File: src/sss_pkg.sv
// Package: shared types, constants and segment decode for the scan shifter
`timescale 1ns / 1ps

package sss_pkg;

  localparam int DIGIT_COUNT = 4;
  localparam int DIGIT_SLOTS = 4;
  localparam int VALUE_W     = 4;
  localparam int INTERVAL_W  = 16;
  localparam int IDX_W       = 2;
  localparam int FRAME_W     = 16;
  localparam int CFG_IDX_W   = 3;
  localparam int CFG_DATA_W  = 16;

  localparam logic [CFG_IDX_W-1:0] REG_DIGIT0   = 3'd0;
  localparam logic [CFG_IDX_W-1:0] REG_DIGIT1   = 3'd1;
  localparam logic [CFG_IDX_W-1:0] REG_DIGIT2   = 3'd2;
  localparam logic [CFG_IDX_W-1:0] REG_DIGIT3   = 3'd3;
  localparam logic [CFG_IDX_W-1:0] REG_INTERVAL = 3'd4;

  localparam logic [VALUE_W-1:0]    DIGIT0_RST   = 4'd1;
  localparam logic [VALUE_W-1:0]    DIGIT1_RST   = 4'd2;
  localparam logic [VALUE_W-1:0]    DIGIT2_RST   = 4'd3;
  localparam logic [VALUE_W-1:0]    DIGIT3_RST   = 4'd4;
  localparam logic [INTERVAL_W-1:0] INTERVAL_RST = 16'd60;

  localparam logic [7:0] SEG_TABLE [10] = '{
    8'h3F, 8'h06, 8'h5B, 8'h4F, 8'h66, 8'h6D, 8'h7D, 8'h07, 8'h7F, 8'h6F
  };
  localparam logic [7:0] SEG_BLANK = 8'h00;

  typedef struct packed {
    logic [DIGIT_SLOTS-1:0][VALUE_W-1:0] digit_value;
    logic [INTERVAL_W-1:0]               refresh_interval;
  } cfg_t;

  function automatic logic [7:0] seg_of(input logic [VALUE_W-1:0] v);
    logic [7:0] s;
    if (v > 4'd9) begin
      s = SEG_BLANK;
    end else begin
      s = SEG_TABLE[v];
    end
    return s;
  endfunction

endpackage

File: src/sss_if.sv
// Channel interfaces: tick input and pin-level result output
`timescale 1ns / 1ps

interface sss_tick_if;
  logic valid;
  logic ready;
  logic us_tick;

  modport source (output valid, output us_tick, input ready);
  modport sink   (input valid, input us_tick, output ready);
endinterface

interface sss_pin_if;
  logic valid;
  logic ready;
  logic serial_data;
  logic shift_clock;
  logic latch_clock;
  logic busy_res;

  modport source (output valid, output serial_data, output shift_clock,
                  output latch_clock, output busy_res, input ready);
  modport sink   (input valid, input serial_data, input shift_clock,
                  input latch_clock, input busy_res, output ready);
endinterface

File: src/sss_cfg_regs.sv
// Configuration register file: digit values and refresh interval
`timescale 1ns / 1ps

module sss_cfg_regs (
  input  logic                               clk_i,
  input  logic                               rst_ni,
  input  logic                               cfg_we_i,
  input  logic [sss_pkg::CFG_IDX_W-1:0]      cfg_idx_i,
  input  logic [sss_pkg::CFG_DATA_W-1:0]     cfg_wdata_i,
  output sss_pkg::cfg_t                      cfg_o
);

  sss_pkg::cfg_t cfg_q, cfg_d;

  always_comb begin
    cfg_d = cfg_q;
    if (cfg_we_i) begin
      unique case (cfg_idx_i)
        sss_pkg::REG_DIGIT0:   cfg_d.digit_value[0] = cfg_wdata_i[sss_pkg::VALUE_W-1:0];
        sss_pkg::REG_DIGIT1:   cfg_d.digit_value[1] = cfg_wdata_i[sss_pkg::VALUE_W-1:0];
        sss_pkg::REG_DIGIT2:   cfg_d.digit_value[2] = cfg_wdata_i[sss_pkg::VALUE_W-1:0];
        sss_pkg::REG_DIGIT3:   cfg_d.digit_value[3] = cfg_wdata_i[sss_pkg::VALUE_W-1:0];
        sss_pkg::REG_INTERVAL: cfg_d.refresh_interval = cfg_wdata_i[sss_pkg::INTERVAL_W-1:0];
        default: ;
      endcase
    end
  end

  always_ff @(posedge clk_i or negedge rst_ni) begin
    if (!rst_ni) begin
      cfg_q.digit_value[0]  <= sss_pkg::DIGIT0_RST;
      cfg_q.digit_value[1]  <= sss_pkg::DIGIT1_RST;
      cfg_q.digit_value[2]  <= sss_pkg::DIGIT2_RST;
      cfg_q.digit_value[3]  <= sss_pkg::DIGIT3_RST;
      cfg_q.refresh_interval <= sss_pkg::INTERVAL_RST;
    end else begin
      cfg_q <= cfg_d;
    end
  end

  assign cfg_o = cfg_q;

endmodule

File: src/sss_frame_build.sv
// Frame builder: one-hot digit select byte over decoded segment byte
`timescale 1ns / 1ps

module sss_frame_build (
  input  sss_pkg::cfg_t                     cfg_i,
  input  logic [sss_pkg::IDX_W-1:0]         digit_index_i,
  output logic [sss_pkg::FRAME_W-1:0]       frame_o
);

  logic [sss_pkg::VALUE_W-1:0] value;
  logic [7:0]                  select_byte;

  always_comb begin
    value       = cfg_i.digit_value[digit_index_i];
    select_byte = 8'(8'd1 << digit_index_i);
    frame_o     = {select_byte, sss_pkg::seg_of(value)};
  end

endmodule

File: src/sss_sequencer.sv
// Pin sequencer: tick counter, frame shifter and registered result stage
`timescale 1ns / 1ps

module sss_sequencer #(
  parameter int DIGIT_COUNT = sss_pkg::DIGIT_COUNT
) (
  input  logic                              clk_i,
  input  logic                              rst_ni,
  input  logic [sss_pkg::INTERVAL_W-1:0]    refresh_interval_i,
  input  logic [sss_pkg::FRAME_W-1:0]       frame_i,
  output logic [sss_pkg::IDX_W-1:0]         digit_index_o,
  sss_tick_if.sink                          in_if,
  sss_pin_if.source                         out_if
);

  localparam logic [1:0] PH_IDLE  = 2'd0;
  localparam logic [1:0] PH_HIGH  = 2'd1;
  localparam logic [1:0] PH_LOW   = 2'd2;
  localparam logic [1:0] PH_LATCH = 2'd3;

  localparam logic [sss_pkg::IDX_W-1:0] LAST_DIGIT = sss_pkg::IDX_W'(DIGIT_COUNT - 1);
  localparam logic [4:0] FRAME_BITS = 5'(sss_pkg::FRAME_W);

  logic [sss_pkg::INTERVAL_W-1:0] ticks_q, ticks_d, ticks_inc;
  logic [sss_pkg::IDX_W-1:0]      digit_index_q, digit_index_d;
  logic [sss_pkg::FRAME_W-1:0]    frame_q, frame_d, frame_cur;
  logic [4:0]                     bits_q, bits_d, bits_cur, bits_next;
  logic [1:0]                     phase_q, phase_d, phase_cur;
  logic                           start;
  logic                           accept;

  logic out_valid_q;
  logic data_q, data_d, sclk_q, sclk_d, latch_q, latch_d, busy_q, busy_d;

  assign in_if.ready = !out_valid_q || out_if.ready;
  assign accept      = in_if.valid && in_if.ready;

  always_comb begin
    ticks_inc = ticks_q;
    if (in_if.us_tick && (ticks_q != '1)) begin
      ticks_inc = ticks_q + 1'b1;
    end
    start     = (phase_q == PH_IDLE) && (ticks_inc >= refresh_interval_i);
    ticks_d   = start ? '0 : ticks_inc;
    phase_cur = start ? PH_HIGH : phase_q;
    frame_cur = start ? frame_i : frame_q;
    bits_cur  = start ? '0 : bits_q;
    bits_next = bits_cur + 1'b1;

    frame_d       = frame_cur;
    bits_d        = bits_cur;
    phase_d       = phase_cur;
    digit_index_d = digit_index_q;
    data_d        = 1'b0;
    sclk_d        = 1'b0;
    latch_d       = 1'b0;
    busy_d        = 1'b0;

    unique case (phase_cur)
      PH_HIGH: begin
        data_d  = frame_cur[sss_pkg::FRAME_W-1];
        sclk_d  = 1'b1;
        busy_d  = 1'b1;
        phase_d = PH_LOW;
      end
      PH_LOW: begin
        data_d  = frame_cur[sss_pkg::FRAME_W-1];
        busy_d  = 1'b1;
        frame_d = {frame_cur[sss_pkg::FRAME_W-2:0], 1'b0};
        bits_d  = bits_next;
        phase_d = (bits_next >= FRAME_BITS) ? PH_LATCH : PH_HIGH;
      end
      PH_LATCH: begin
        latch_d       = 1'b1;
        busy_d        = 1'b1;
        digit_index_d = (digit_index_q >= LAST_DIGIT) ? '0 : digit_index_q + 1'b1;
        phase_d       = PH_IDLE;
      end
      default: ;
    endcase
  end

  always_ff @(posedge clk_i or negedge rst_ni) begin
    if (!rst_ni) begin
      ticks_q       <= '0;
      digit_index_q <= '0;
      frame_q       <= '0;
      bits_q        <= '0;
      phase_q       <= PH_IDLE;
      out_valid_q   <= 1'b0;
    end else begin
      if (accept) begin
        ticks_q       <= ticks_d;
        digit_index_q <= digit_index_d;
        frame_q       <= frame_d;
        bits_q        <= bits_d;
        phase_q       <= phase_d;
        out_valid_q   <= 1'b1;
      end else if (out_if.ready) begin
        out_valid_q   <= 1'b0;
      end
    end
  end

  always_ff @(posedge clk_i) begin
    if (accept) begin
      data_q  <= data_d;
      sclk_q  <= sclk_d;
      latch_q <= latch_d;
      busy_q  <= busy_d;
    end
  end

  assign digit_index_o      = digit_index_q;
  assign out_if.valid       = out_valid_q;
  assign out_if.serial_data = data_q;
  assign out_if.shift_clock = sclk_q;
  assign out_if.latch_clock = latch_q;
  assign out_if.busy_res    = busy_q;

endmodule

File: src/seven_segment_scan_shifter.sv
// Top level: multiplexed seven-segment display scan shifter
`timescale 1ns / 1ps

// Usage:
//   in_if  carries one step per transaction; us_tick marks a microsecond.
//   out_if returns one transaction per step with the pin levels serial_data,
//   shift_clock, latch_clock and busy_res.
//   cfg_we_i/cfg_idx_i/cfg_wdata_i write digit values (0..3) and the refresh
//   interval (4); write only while no step is outstanding.
// Timing: a step's pin levels appear on out_if in the cycle after the step is
//   taken. Throughput: one step per cycle unless out_if stalls, held by the
//   single result register behind the sequencer state update.
// A frame takes 33 steps: 16 bits at two steps each, then one latch step.
// Reset: digits read 1,2,3,4, interval 60, tick count and digit index zero,
//   sequencer idle, no result pending.
// Stall: while out_if.ready is low and a result waits, in_if.ready drops and
//   the result holds; a new step is taken in the cycle the result leaves.

module seven_segment_scan_shifter #(
  parameter int DIGIT_COUNT = sss_pkg::DIGIT_COUNT
) (
  input  logic                               clk_i,
  input  logic                               rst_ni,
  input  logic                               cfg_we_i,
  input  logic [sss_pkg::CFG_IDX_W-1:0]      cfg_idx_i,
  input  logic [sss_pkg::CFG_DATA_W-1:0]     cfg_wdata_i,
  sss_tick_if.sink                           in_if,
  sss_pin_if.source                          out_if
);

  sss_pkg::cfg_t                  cfg;
  logic [sss_pkg::IDX_W-1:0]      digit_index;
  logic [sss_pkg::FRAME_W-1:0]    frame;

  sss_cfg_regs u_cfg (
    .clk_i       (clk_i),
    .rst_ni      (rst_ni),
    .cfg_we_i    (cfg_we_i),
    .cfg_idx_i   (cfg_idx_i),
    .cfg_wdata_i (cfg_wdata_i),
    .cfg_o       (cfg)
  );

  sss_frame_build u_frame (
    .cfg_i         (cfg),
    .digit_index_i (digit_index),
    .frame_o       (frame)
  );

  sss_sequencer #(
    .DIGIT_COUNT (DIGIT_COUNT)
  ) u_seq (
    .clk_i              (clk_i),
    .rst_ni             (rst_ni),
    .refresh_interval_i (cfg.refresh_interval),
    .frame_i            (frame),
    .digit_index_o      (digit_index),
    .in_if              (in_if),
    .out_if             (out_if)
  );

endmodule

File: src/flat_wrapper.sv
// flat-port wrapper written by rule: the top's interface ports become plain ports
module seven_segment_scan_shifter_flat 
#(
  parameter int DIGIT_COUNT = sss_pkg::DIGIT_COUNT
)
  (clk_i, rst_ni, cfg_we_i, cfg_idx_i, cfg_wdata_i, in_if_valid, in_if_us_tick, in_if_ready, out_if_valid, out_if_serial_data, out_if_shift_clock, out_if_latch_clock, out_if_busy_res, out_if_ready);
  sss_tick_if in_if_i ();
  sss_pin_if out_if_i ();
  input  logic clk_i;
  input  logic rst_ni;
  input  logic cfg_we_i;
  input  logic [sss_pkg::CFG_IDX_W-1:0] cfg_idx_i;
  input  logic [sss_pkg::CFG_DATA_W-1:0] cfg_wdata_i;
  input wire logic [$bits(in_if_i.valid)-1:0] in_if_valid;
  input wire logic [$bits(in_if_i.us_tick)-1:0] in_if_us_tick;
  output wire logic [$bits(in_if_i.ready)-1:0] in_if_ready;
  output wire logic [$bits(out_if_i.valid)-1:0] out_if_valid;
  output wire logic [$bits(out_if_i.serial_data)-1:0] out_if_serial_data;
  output wire logic [$bits(out_if_i.shift_clock)-1:0] out_if_shift_clock;
  output wire logic [$bits(out_if_i.latch_clock)-1:0] out_if_latch_clock;
  output wire logic [$bits(out_if_i.busy_res)-1:0] out_if_busy_res;
  input wire logic [$bits(out_if_i.ready)-1:0] out_if_ready;
  assign in_if_i.valid = in_if_valid;
  assign in_if_i.us_tick = in_if_us_tick;
  assign in_if_ready = in_if_i.ready;
  assign out_if_valid = out_if_i.valid;
  assign out_if_serial_data = out_if_i.serial_data;
  assign out_if_shift_clock = out_if_i.shift_clock;
  assign out_if_latch_clock = out_if_i.latch_clock;
  assign out_if_busy_res = out_if_i.busy_res;
  assign out_if_i.ready = out_if_ready;
  seven_segment_scan_shifter #(.DIGIT_COUNT(DIGIT_COUNT)) u_core (.clk_i(clk_i), .rst_ni(rst_ni), .cfg_we_i(cfg_we_i), .cfg_idx_i(cfg_idx_i), .cfg_wdata_i(cfg_wdata_i), .in_if(in_if_i), .out_if(out_if_i));
endmodule
File: config.mk
export PLATFORM = sky130hd
export DESIGN_NAME = seven_segment_scan_shifter_flat
export DESIGN_NICKNAME = d
export VERILOG_FILES = /design/src/sss_pkg.sv /design/src/sss_if.sv /design/src/sss_cfg_regs.sv /design/src/sss_frame_build.sv /design/src/sss_sequencer.sv /design/src/seven_segment_scan_shifter.sv /design/src/flat_wrapper.sv
export SDC_FILE = /design/constraint.sdc
export NUM_CORES = 1
export LEC_CHECK = 0
export BUFFER_PORTS_ARGS = -buffer_cell sky130_fd_sc_hd__buf_2
export CAP_MARGIN = 20
export CORE_MARGIN = 8
export CORE_UTILIZATION = 40
export DETAILED_ROUTE_END_ITERATION = 8
export GPL_ROUTABILITY_DRIVEN = 0
export GPL_TIMING_DRIVEN = 1
export PLACE_DENSITY = 0.64
export SYNTH_ARGS = -nofsm -noshare
export SYNTH_HDL_FRONTEND = slang
export SYNTH_SLANG_ARGS = --single-unit
File: constraint.sdc
create_clock -name clk_i -period 10.05 [get_ports clk_i]
set_input_delay 1.5075 -clock clk_i [delete_from_list [all_inputs] [get_ports clk_i]]
set_output_delay 1.5075 -clock clk_i [all_outputs]
set_load 0.05 [all_outputs]
-- Word-level counts from Yosys, hierarchy flattened
Memories as Yosys holds them, arrays and structs flattened.
Index checks and enable logic that the tools add are counted.
- register bits after elaboration: 78
- memory bits (read-only): 128
- input port bits: 25
- output and inout port bits: 6
- logic and storage cells: 71
- memories kept: 1
- add/sub/neg operators: 3
- $lt $le $gt $ge: 6
- equality and inequality tests: 8
- shift-type cells: 1
- muxes and demuxes: 20
- bitwise operators: 1
- reduce and logical (&&, ||, !) cells: 16
- memories (name ; depth ; bits a word ; rd ports ; clocked after Yosys merged registers in ; wr ports ; line ; RTL):
    (no name shown) ; 16 ; 8 ; 1 ; 0 ; 0 ; sss_pkg.sv:42 ; s = SEG_TABLE[v];
- operators by type and width (kind ; number):
    two-way mux 16 bit ; 4
    two-way mux 8 bit ; 3
    adder 16 x 1 -> 16 bit, second input constant ; 1
    >= comparator 16 bit ; 1
    != test 16 bit, second input constant ; 1
    AND reduction 2 bit ; 6
    >= comparator 5 bit, second input constant ; 2
    two-way mux 5 bit ; 2
    binary-select mux 4 bit (select 2 bit) ; 1
    << shifter 1 x 2 -> 8 bit, first input constant ; 1
    equality test 3 x 2 -> 1 bit, second input constant ; 2
    two-way mux 2 bit ; 3
    case mux 2 bit (3 select lines) ; 1
    adder 5 x 1 -> 5 bit, second input constant ; 1
    two-way mux 1 bit ; 5
    NOT 4 -> 5 bit ; 1
    equality test 2 bit, second input constant ; 2
    > comparator 4 bit, second input constant ; 1
    two-way mux 4 bit ; 1
    equality test 3 x 1 -> 1 bit, second input constant ; 1
    equality test 3 bit, second input constant ; 1
    logical AND 1 bit ; 3
    logical NOT 3 bit ; 1
    < comparator 2 x 3 -> 1 bit, second input constant ; 1
    9 further kinds ; 9

-- Longest topological paths before layout
- word-level depth: 10
- mapped depth: 18
- gate-level depth less buffers: 18

-- Hierarchy
Synthesis repeated with hierarchy kept, for this count alone.
- cells, all modules: 422
- area total of the unflattened synthesis: 4536.9 um^2
- modules (own cells, without submodules) (module ; times used ; cells each ; area each (um^2) ; sequential area each (um^2)):
    sss_sequencer ; 1 ; 308 ; 2900.3 ; 1171.1
    sss_cfg_regs ; 1 ; 71 ; 1258.7 ; 812.0
    sss_frame_build ; 1 ; 43 ; 377.9 ; 0.0

-- Least setup slack after synthesis
OpenSTA, ideal clock, no wires.
- path kind: in2reg
- start: input in_if_us_tick
- end: register u_core.u_seq.bits_q[4]
- library setup time: 66 ps
- arrival time: 4259 ps
- data required time: 9984 ps
- setup slack: 5725 ps
- cell stages on the path: 16
- path buffers: 0
- path through: nand4_1 > nor2_1 > nand3_1 > or3_1 > nand2_1 > ha_1 > a21oi_1 > o21ai_0 > a21oi_1 > a311oi_4 > nor2b_1 > ha_1 > nand3_1 > or2_2 > o31ai_1 > a22o_1
- cells in the longest elaborated chain, start to end: 7
- elaborated cells on any way between the ends: 9
- classes of those cells: add/sub: 1; order compare: 1; eq/ne: 1; mux: 4; reduce/logical: 2
- RTL lines (item ; line ; RTL):
    from (decl) ; flat_wrapper.sv:15 ; input wire logic [$bits(in_if_i.us_tick)-1:0] in_if_us_tick;
    logical AND 1 bit (*) ; sss_sequencer.sv:40 ; if (in_if.us_tick && (ticks_q != '1)) begin
    two-way mux 16 bit (*) ; sss_sequencer.sv:40 ;
    >= comparator 16 bit (*) ; sss_sequencer.sv:43 ; start = (phase_q == PH_IDLE) && (ticks_inc >= refresh_interval_i);
    logical AND 1 bit (*) ; sss_sequencer.sv:43 ;
    two-way mux 5 bit / two-way mux 2 bit (equally long branches) ; sss_sequencer.sv:47, sss_sequencer.sv:45 ;
    adder 5 x 1 -> 5 bit / equality test 2 bit (equally long branches) ; sss_sequencer.sv:48, sss_sequencer.sv:59 ;
    two-way mux 5 bit (*) ; sss_sequencer.sv:59 ; unique case (phase_cur)
    to (signal assigned) ; sss_sequencer.sv:96 ; bits_q <= bits_d;
    to (decl) ; sss_sequencer.sv:27 ; logic [4:0] bits_q, bits_d, bits_cur, bits_next;
Mark *: on every way between the ends. The rest lies on a longest branch, timed or not.
A chain may end at the register's enable or synchronous reset.

-- Final worst setup path
- start: input in_if_us_tick
- end: register u_core.u_seq.phase_q[1]
- cells in the longest elaborated chain, start to end: 9
- elaborated cells on any way between the ends: 13
- classes of those cells: add/sub: 1; order compare: 2; eq/ne: 3; mux: 5; reduce/logical: 2
- RTL lines (item ; line ; RTL):
    logical AND 1 bit (*) ; sss_sequencer.sv:40 ;
    two-way mux 16 bit (*) ; sss_sequencer.sv:40 ;
    >= comparator 16 bit (*) ; sss_sequencer.sv:43 ;
    logical AND 1 bit (*) ; sss_sequencer.sv:43 ;
    two-way mux 5 bit ; sss_sequencer.sv:47 ; bits_cur = start ? '0 : bits_q;
    adder 5 x 1 -> 5 bit ; sss_sequencer.sv:48 ; bits_next = bits_cur + 1'b1;
    >= comparator 5 bit ; sss_sequencer.sv:71 ; phase_d = (bits_next >= FRAME_BITS) ? PH_LATCH : PH_HIGH;
    two-way mux 2 bit ; sss_sequencer.sv:71 ;
    case mux 2 bit (3 select lines) (*) ; sss_sequencer.sv:59 ;
    to (signal assigned) ; sss_sequencer.sv:97 ; phase_q <= phase_d;
    to (decl) ; sss_sequencer.sv:28 ; logic [1:0] phase_q, phase_d, phase_cur;
Marked as above.

==> summary.txt <==
Clock tree
  • Resized cells post-CTS: 0
  • Hold buffer count at CTS: 0
  • CTS root buf: clkbuf_8
  • CTS tree: built
  • Htree depth: 3
  • Clock tree buffer depth: 2
  • Clock Pin Slew Worst Setup and Hold Paths: 90 ps
  • Skew-Pair Late Insertion Delay: 360 ps
  • Clk sinks: 78
  • Total CTS buffers: 9
  • Number of post-CTS setup repair buffers: 0

Logic synthesis
  • Most common cell in the synthesized netlist: dfrtp_1
  • Library cells used by synthesis: 64
  • Net count after synthesis: 491
  • Xor and xnor area share after synthesis: 0.0379
  • Post-Synth Adder-Cell Area: 0.0741
  • Yosys reg bits: 78
  • Synth top area share: 0.370
  • Largest family of logic cells by synthesized area: simple AND/OR/NAND/NOR gates
  • Most frequent cells after synthesis: dfrtp_1 (65), nand2_1 (51), nor2_1 (42)
  • Synth Area in Compound Gates: 0.152
  • YS warnings: 0
  • Mapped cell area: 0.00439 sq mm
  • Post-Synthesis Cells: 440
  • Synth Area in Simple Gates: 0.167
  • Post-synth EDFFs: 4
  • Post-synthesis mux area share: 0.0763
  • Avg Cell Area, Syn: 9.98 sq um
  • Area leader, netlist: dfrtp_1
  • Async set-reset flop share out of synthesis: 0.949
  • Dominant synthesized flop cell: dfrtp_1
  • Area contributors post-synth: dfrtp_1 (37%), ha_1 (7.4%), dfstp_2 (5.4%), mux2_2 (5.1%), nand2_1 (4.4%)
  • Register area share after synthesis: 0.451

Worst setup path
  • Critical Path RT: 10300 ps
  • CP startpoint: in_if_us_tick
  • Crit end category: register
  • Reg2reg start: u_core.u_seq.ticks_q[0]
  • Max incr delay on CP: 360 ps
  • Slowest stage cell, crit path: a21oi_1
  • Cells along the critical path: buf_2 > nand4_1 > nor2_1 > nand3_1 > nor2_1 > xor2_1 > ha_1 > nand2_1 > o21ai_0 > a21oi_1 > a311oi_4 > nor2b_1 > ha_1 > nand3_1 > or2_2 > a21oi_1 > o21ai_0 > o31ai_1
  • CP Max Fanout: 9
  • WP data arrival: roughly 4900 ps
  • Crit path kind: input pin to register
  • CP startpoint kind: input pin

Hold path
  • Hold WC Path Type: register to register
  • Hold Crit Start: u_core.u_cfg.cfg_o[4]

Route
  • Vias per cell: 5.35
  • DR pass1 iterations: 4
  • DRC violations left: 0
  • Post-DRT Antenna Nets: 0
  • Vias: about 3300
  • Post-DR wirelength/cell: 14.9 um
  • Overall routed net length: 9.13 mm
  • DR iter-0 viols: 120

Floorplanning
  • Std-Cell Rows: 38
  • Core ar.: 0.0108 sq mm
  • IO Pins: 31
  • Die Width: 121 um
  • Die footprint: approximately 0.015 sq mm
  • Starting density of the core: 0.407
  • Die H: 121 um

STA
  • Max_slew headroom: 0.375
  • Period utilization: 0.459
  • Final hold slack: roughly 500 ps
  • Final setup margin: about 5400 ps
  • Unrepaired setup endpoints after global routing: no
  • Clock Skew: 14.1 ps
  • Tmin final: about 4600 ps
  • Final hold viol count: 0
  • FMAX: 0.217 GHz
  • Setup violators final: 0
  • Final TNS setup: 0 ps
  • Slew Limit Fails: 0
  • Worst-Margin Slew: between 900 and 1000 ps

Finish
  • NumNets Final: approximately 520
  • Synth-to-Final Area Change: 10.3%
  • Share of layout cells above drive strength 1: 0.192
  • Post-route cell area: 0.00485 sq mm
  • Post-Layout Cell Count: 613
  • Diode count: 0

Place
  • Port Buf Inserts: 30
  • Post-detail-place hpwl: 6.64 mm
  • Placed insts: 597
  • Cell Area, Placed: 0.00466 sq mm
  • Post-place setup slack: 5090 ps

GRT
  • First-pass GRT wire length: around 15 mm
  • Total gr overflow: 0
  • Vias in the first global route: 3258
  • GR Util All Layers: 0.130
  • Initial antenna violation count: 0
  • Largest net degree at the start of global routing: 75

Run
  • Maxcap violations: 0

Power
  • Leak pwr: 2.18 nW
  • IR drop worst, VDD: around 0.08 mV
  • Pwr/cell area: 166 mW/mm^2

Run status
  • Status: finished clean
-- placed cells by master (no fill, tap or decap), drive strengths merged, types with 9 or more instances in the layout --
cell	count
nand3	12
clkbuf	9
mux2	20
a21oi	14
dfstp	9
a22o	9
nand2	52
xor2	9
ha	26
nor2	42
buf	31
xnor2	10
o21ai	38
inv	35
dfrtp	65
nor3	10
-- metrics by stage --
step                power, mW   util
detailed placement      0.590  0.432
CTS                     0.816  0.449
finish                  0.806  0.449
global route            0.857  0.449
floorplan               0.537      -
global placement        0.581  0.432
-- sequential cells by signal (all words and copies together) (netlist names), 2 cells and up --
name and flops:
u_core.u_cfg.cfg_o 32, u_core.u_seq.ticks_q 16, u_core.u_seq.frame_q 16, u_core.u_seq.phase_q 2, u_core.u_seq.digit_index_o 2, u_core.u_seq.bits_q 5
-- worst max-delay path, delay by kind of cell --
kind                     cells  cell delay, ps
AO/OA/AOI/OAI                6            1110
XOR/XNOR                     1             200
AND/OR/NAND/NOR              8            1480
adder cells (fa/ha/maj)      2             460
buffers and inverters        1             100
-- metal layers --
metal  GRT usage  part of all wire  vias up
li1            -                 -     1623
met1       0.176              0.49     1578
met2       0.205              0.45       66
met3      0.0256             0.040       15
met4      0.0461             0.016        0
met5           0                 0        -
-- path summary, 6_finish.rpt --
kind / to / slack [ps] / cells after the start
worst max-delay path: u_core.u_seq.phase_q[1] / 5440 / 18
worst min-delay path: u_core.u_cfg.cfg_o[4] / 510 / 2
worst max register to register: u_core.u_seq.phase_q[1] / 5740 / 17
worst min register to register: u_core.u_cfg.cfg_o[4] / 510 / 2
max in group asynchronous: u_core.u_seq.frame_q[4] / 8150 / 1
min in group asynchronous: u_core.u_cfg.cfg_o[7] / 1280 / 1
-- where the power goes --
part | switching (mW) | total (mW) | internal (mW)
combinational | 0.108 | 0.189 | 0.0809
sequential | 0.0285 | 0.393 | 0.364
clock | 0.128 | 0.224 | 0.0955
total | 0.265 | 0.806 | 0.541
-- logic make-up after synthesis --
kind of cell,after synthesis
and+or+nand+nor,151
AOI/OAI and AO/OA,96
DFF,78
buffers and inverters,44
muxes,26
adders and majority gates,26
xor gates and xnor gates,19
-- area by class of cell --
cell class,instances,area (sq um)
inverter,30,113
fill,1043,5950
clock inverter,7,61.3
tap,140,175
sequential,78,1980
timing repair buffer,31,160
clock buffer,9,124
multi-input combinational,318,2230
No activity file was read; power rests on OpenSTA's default activity.
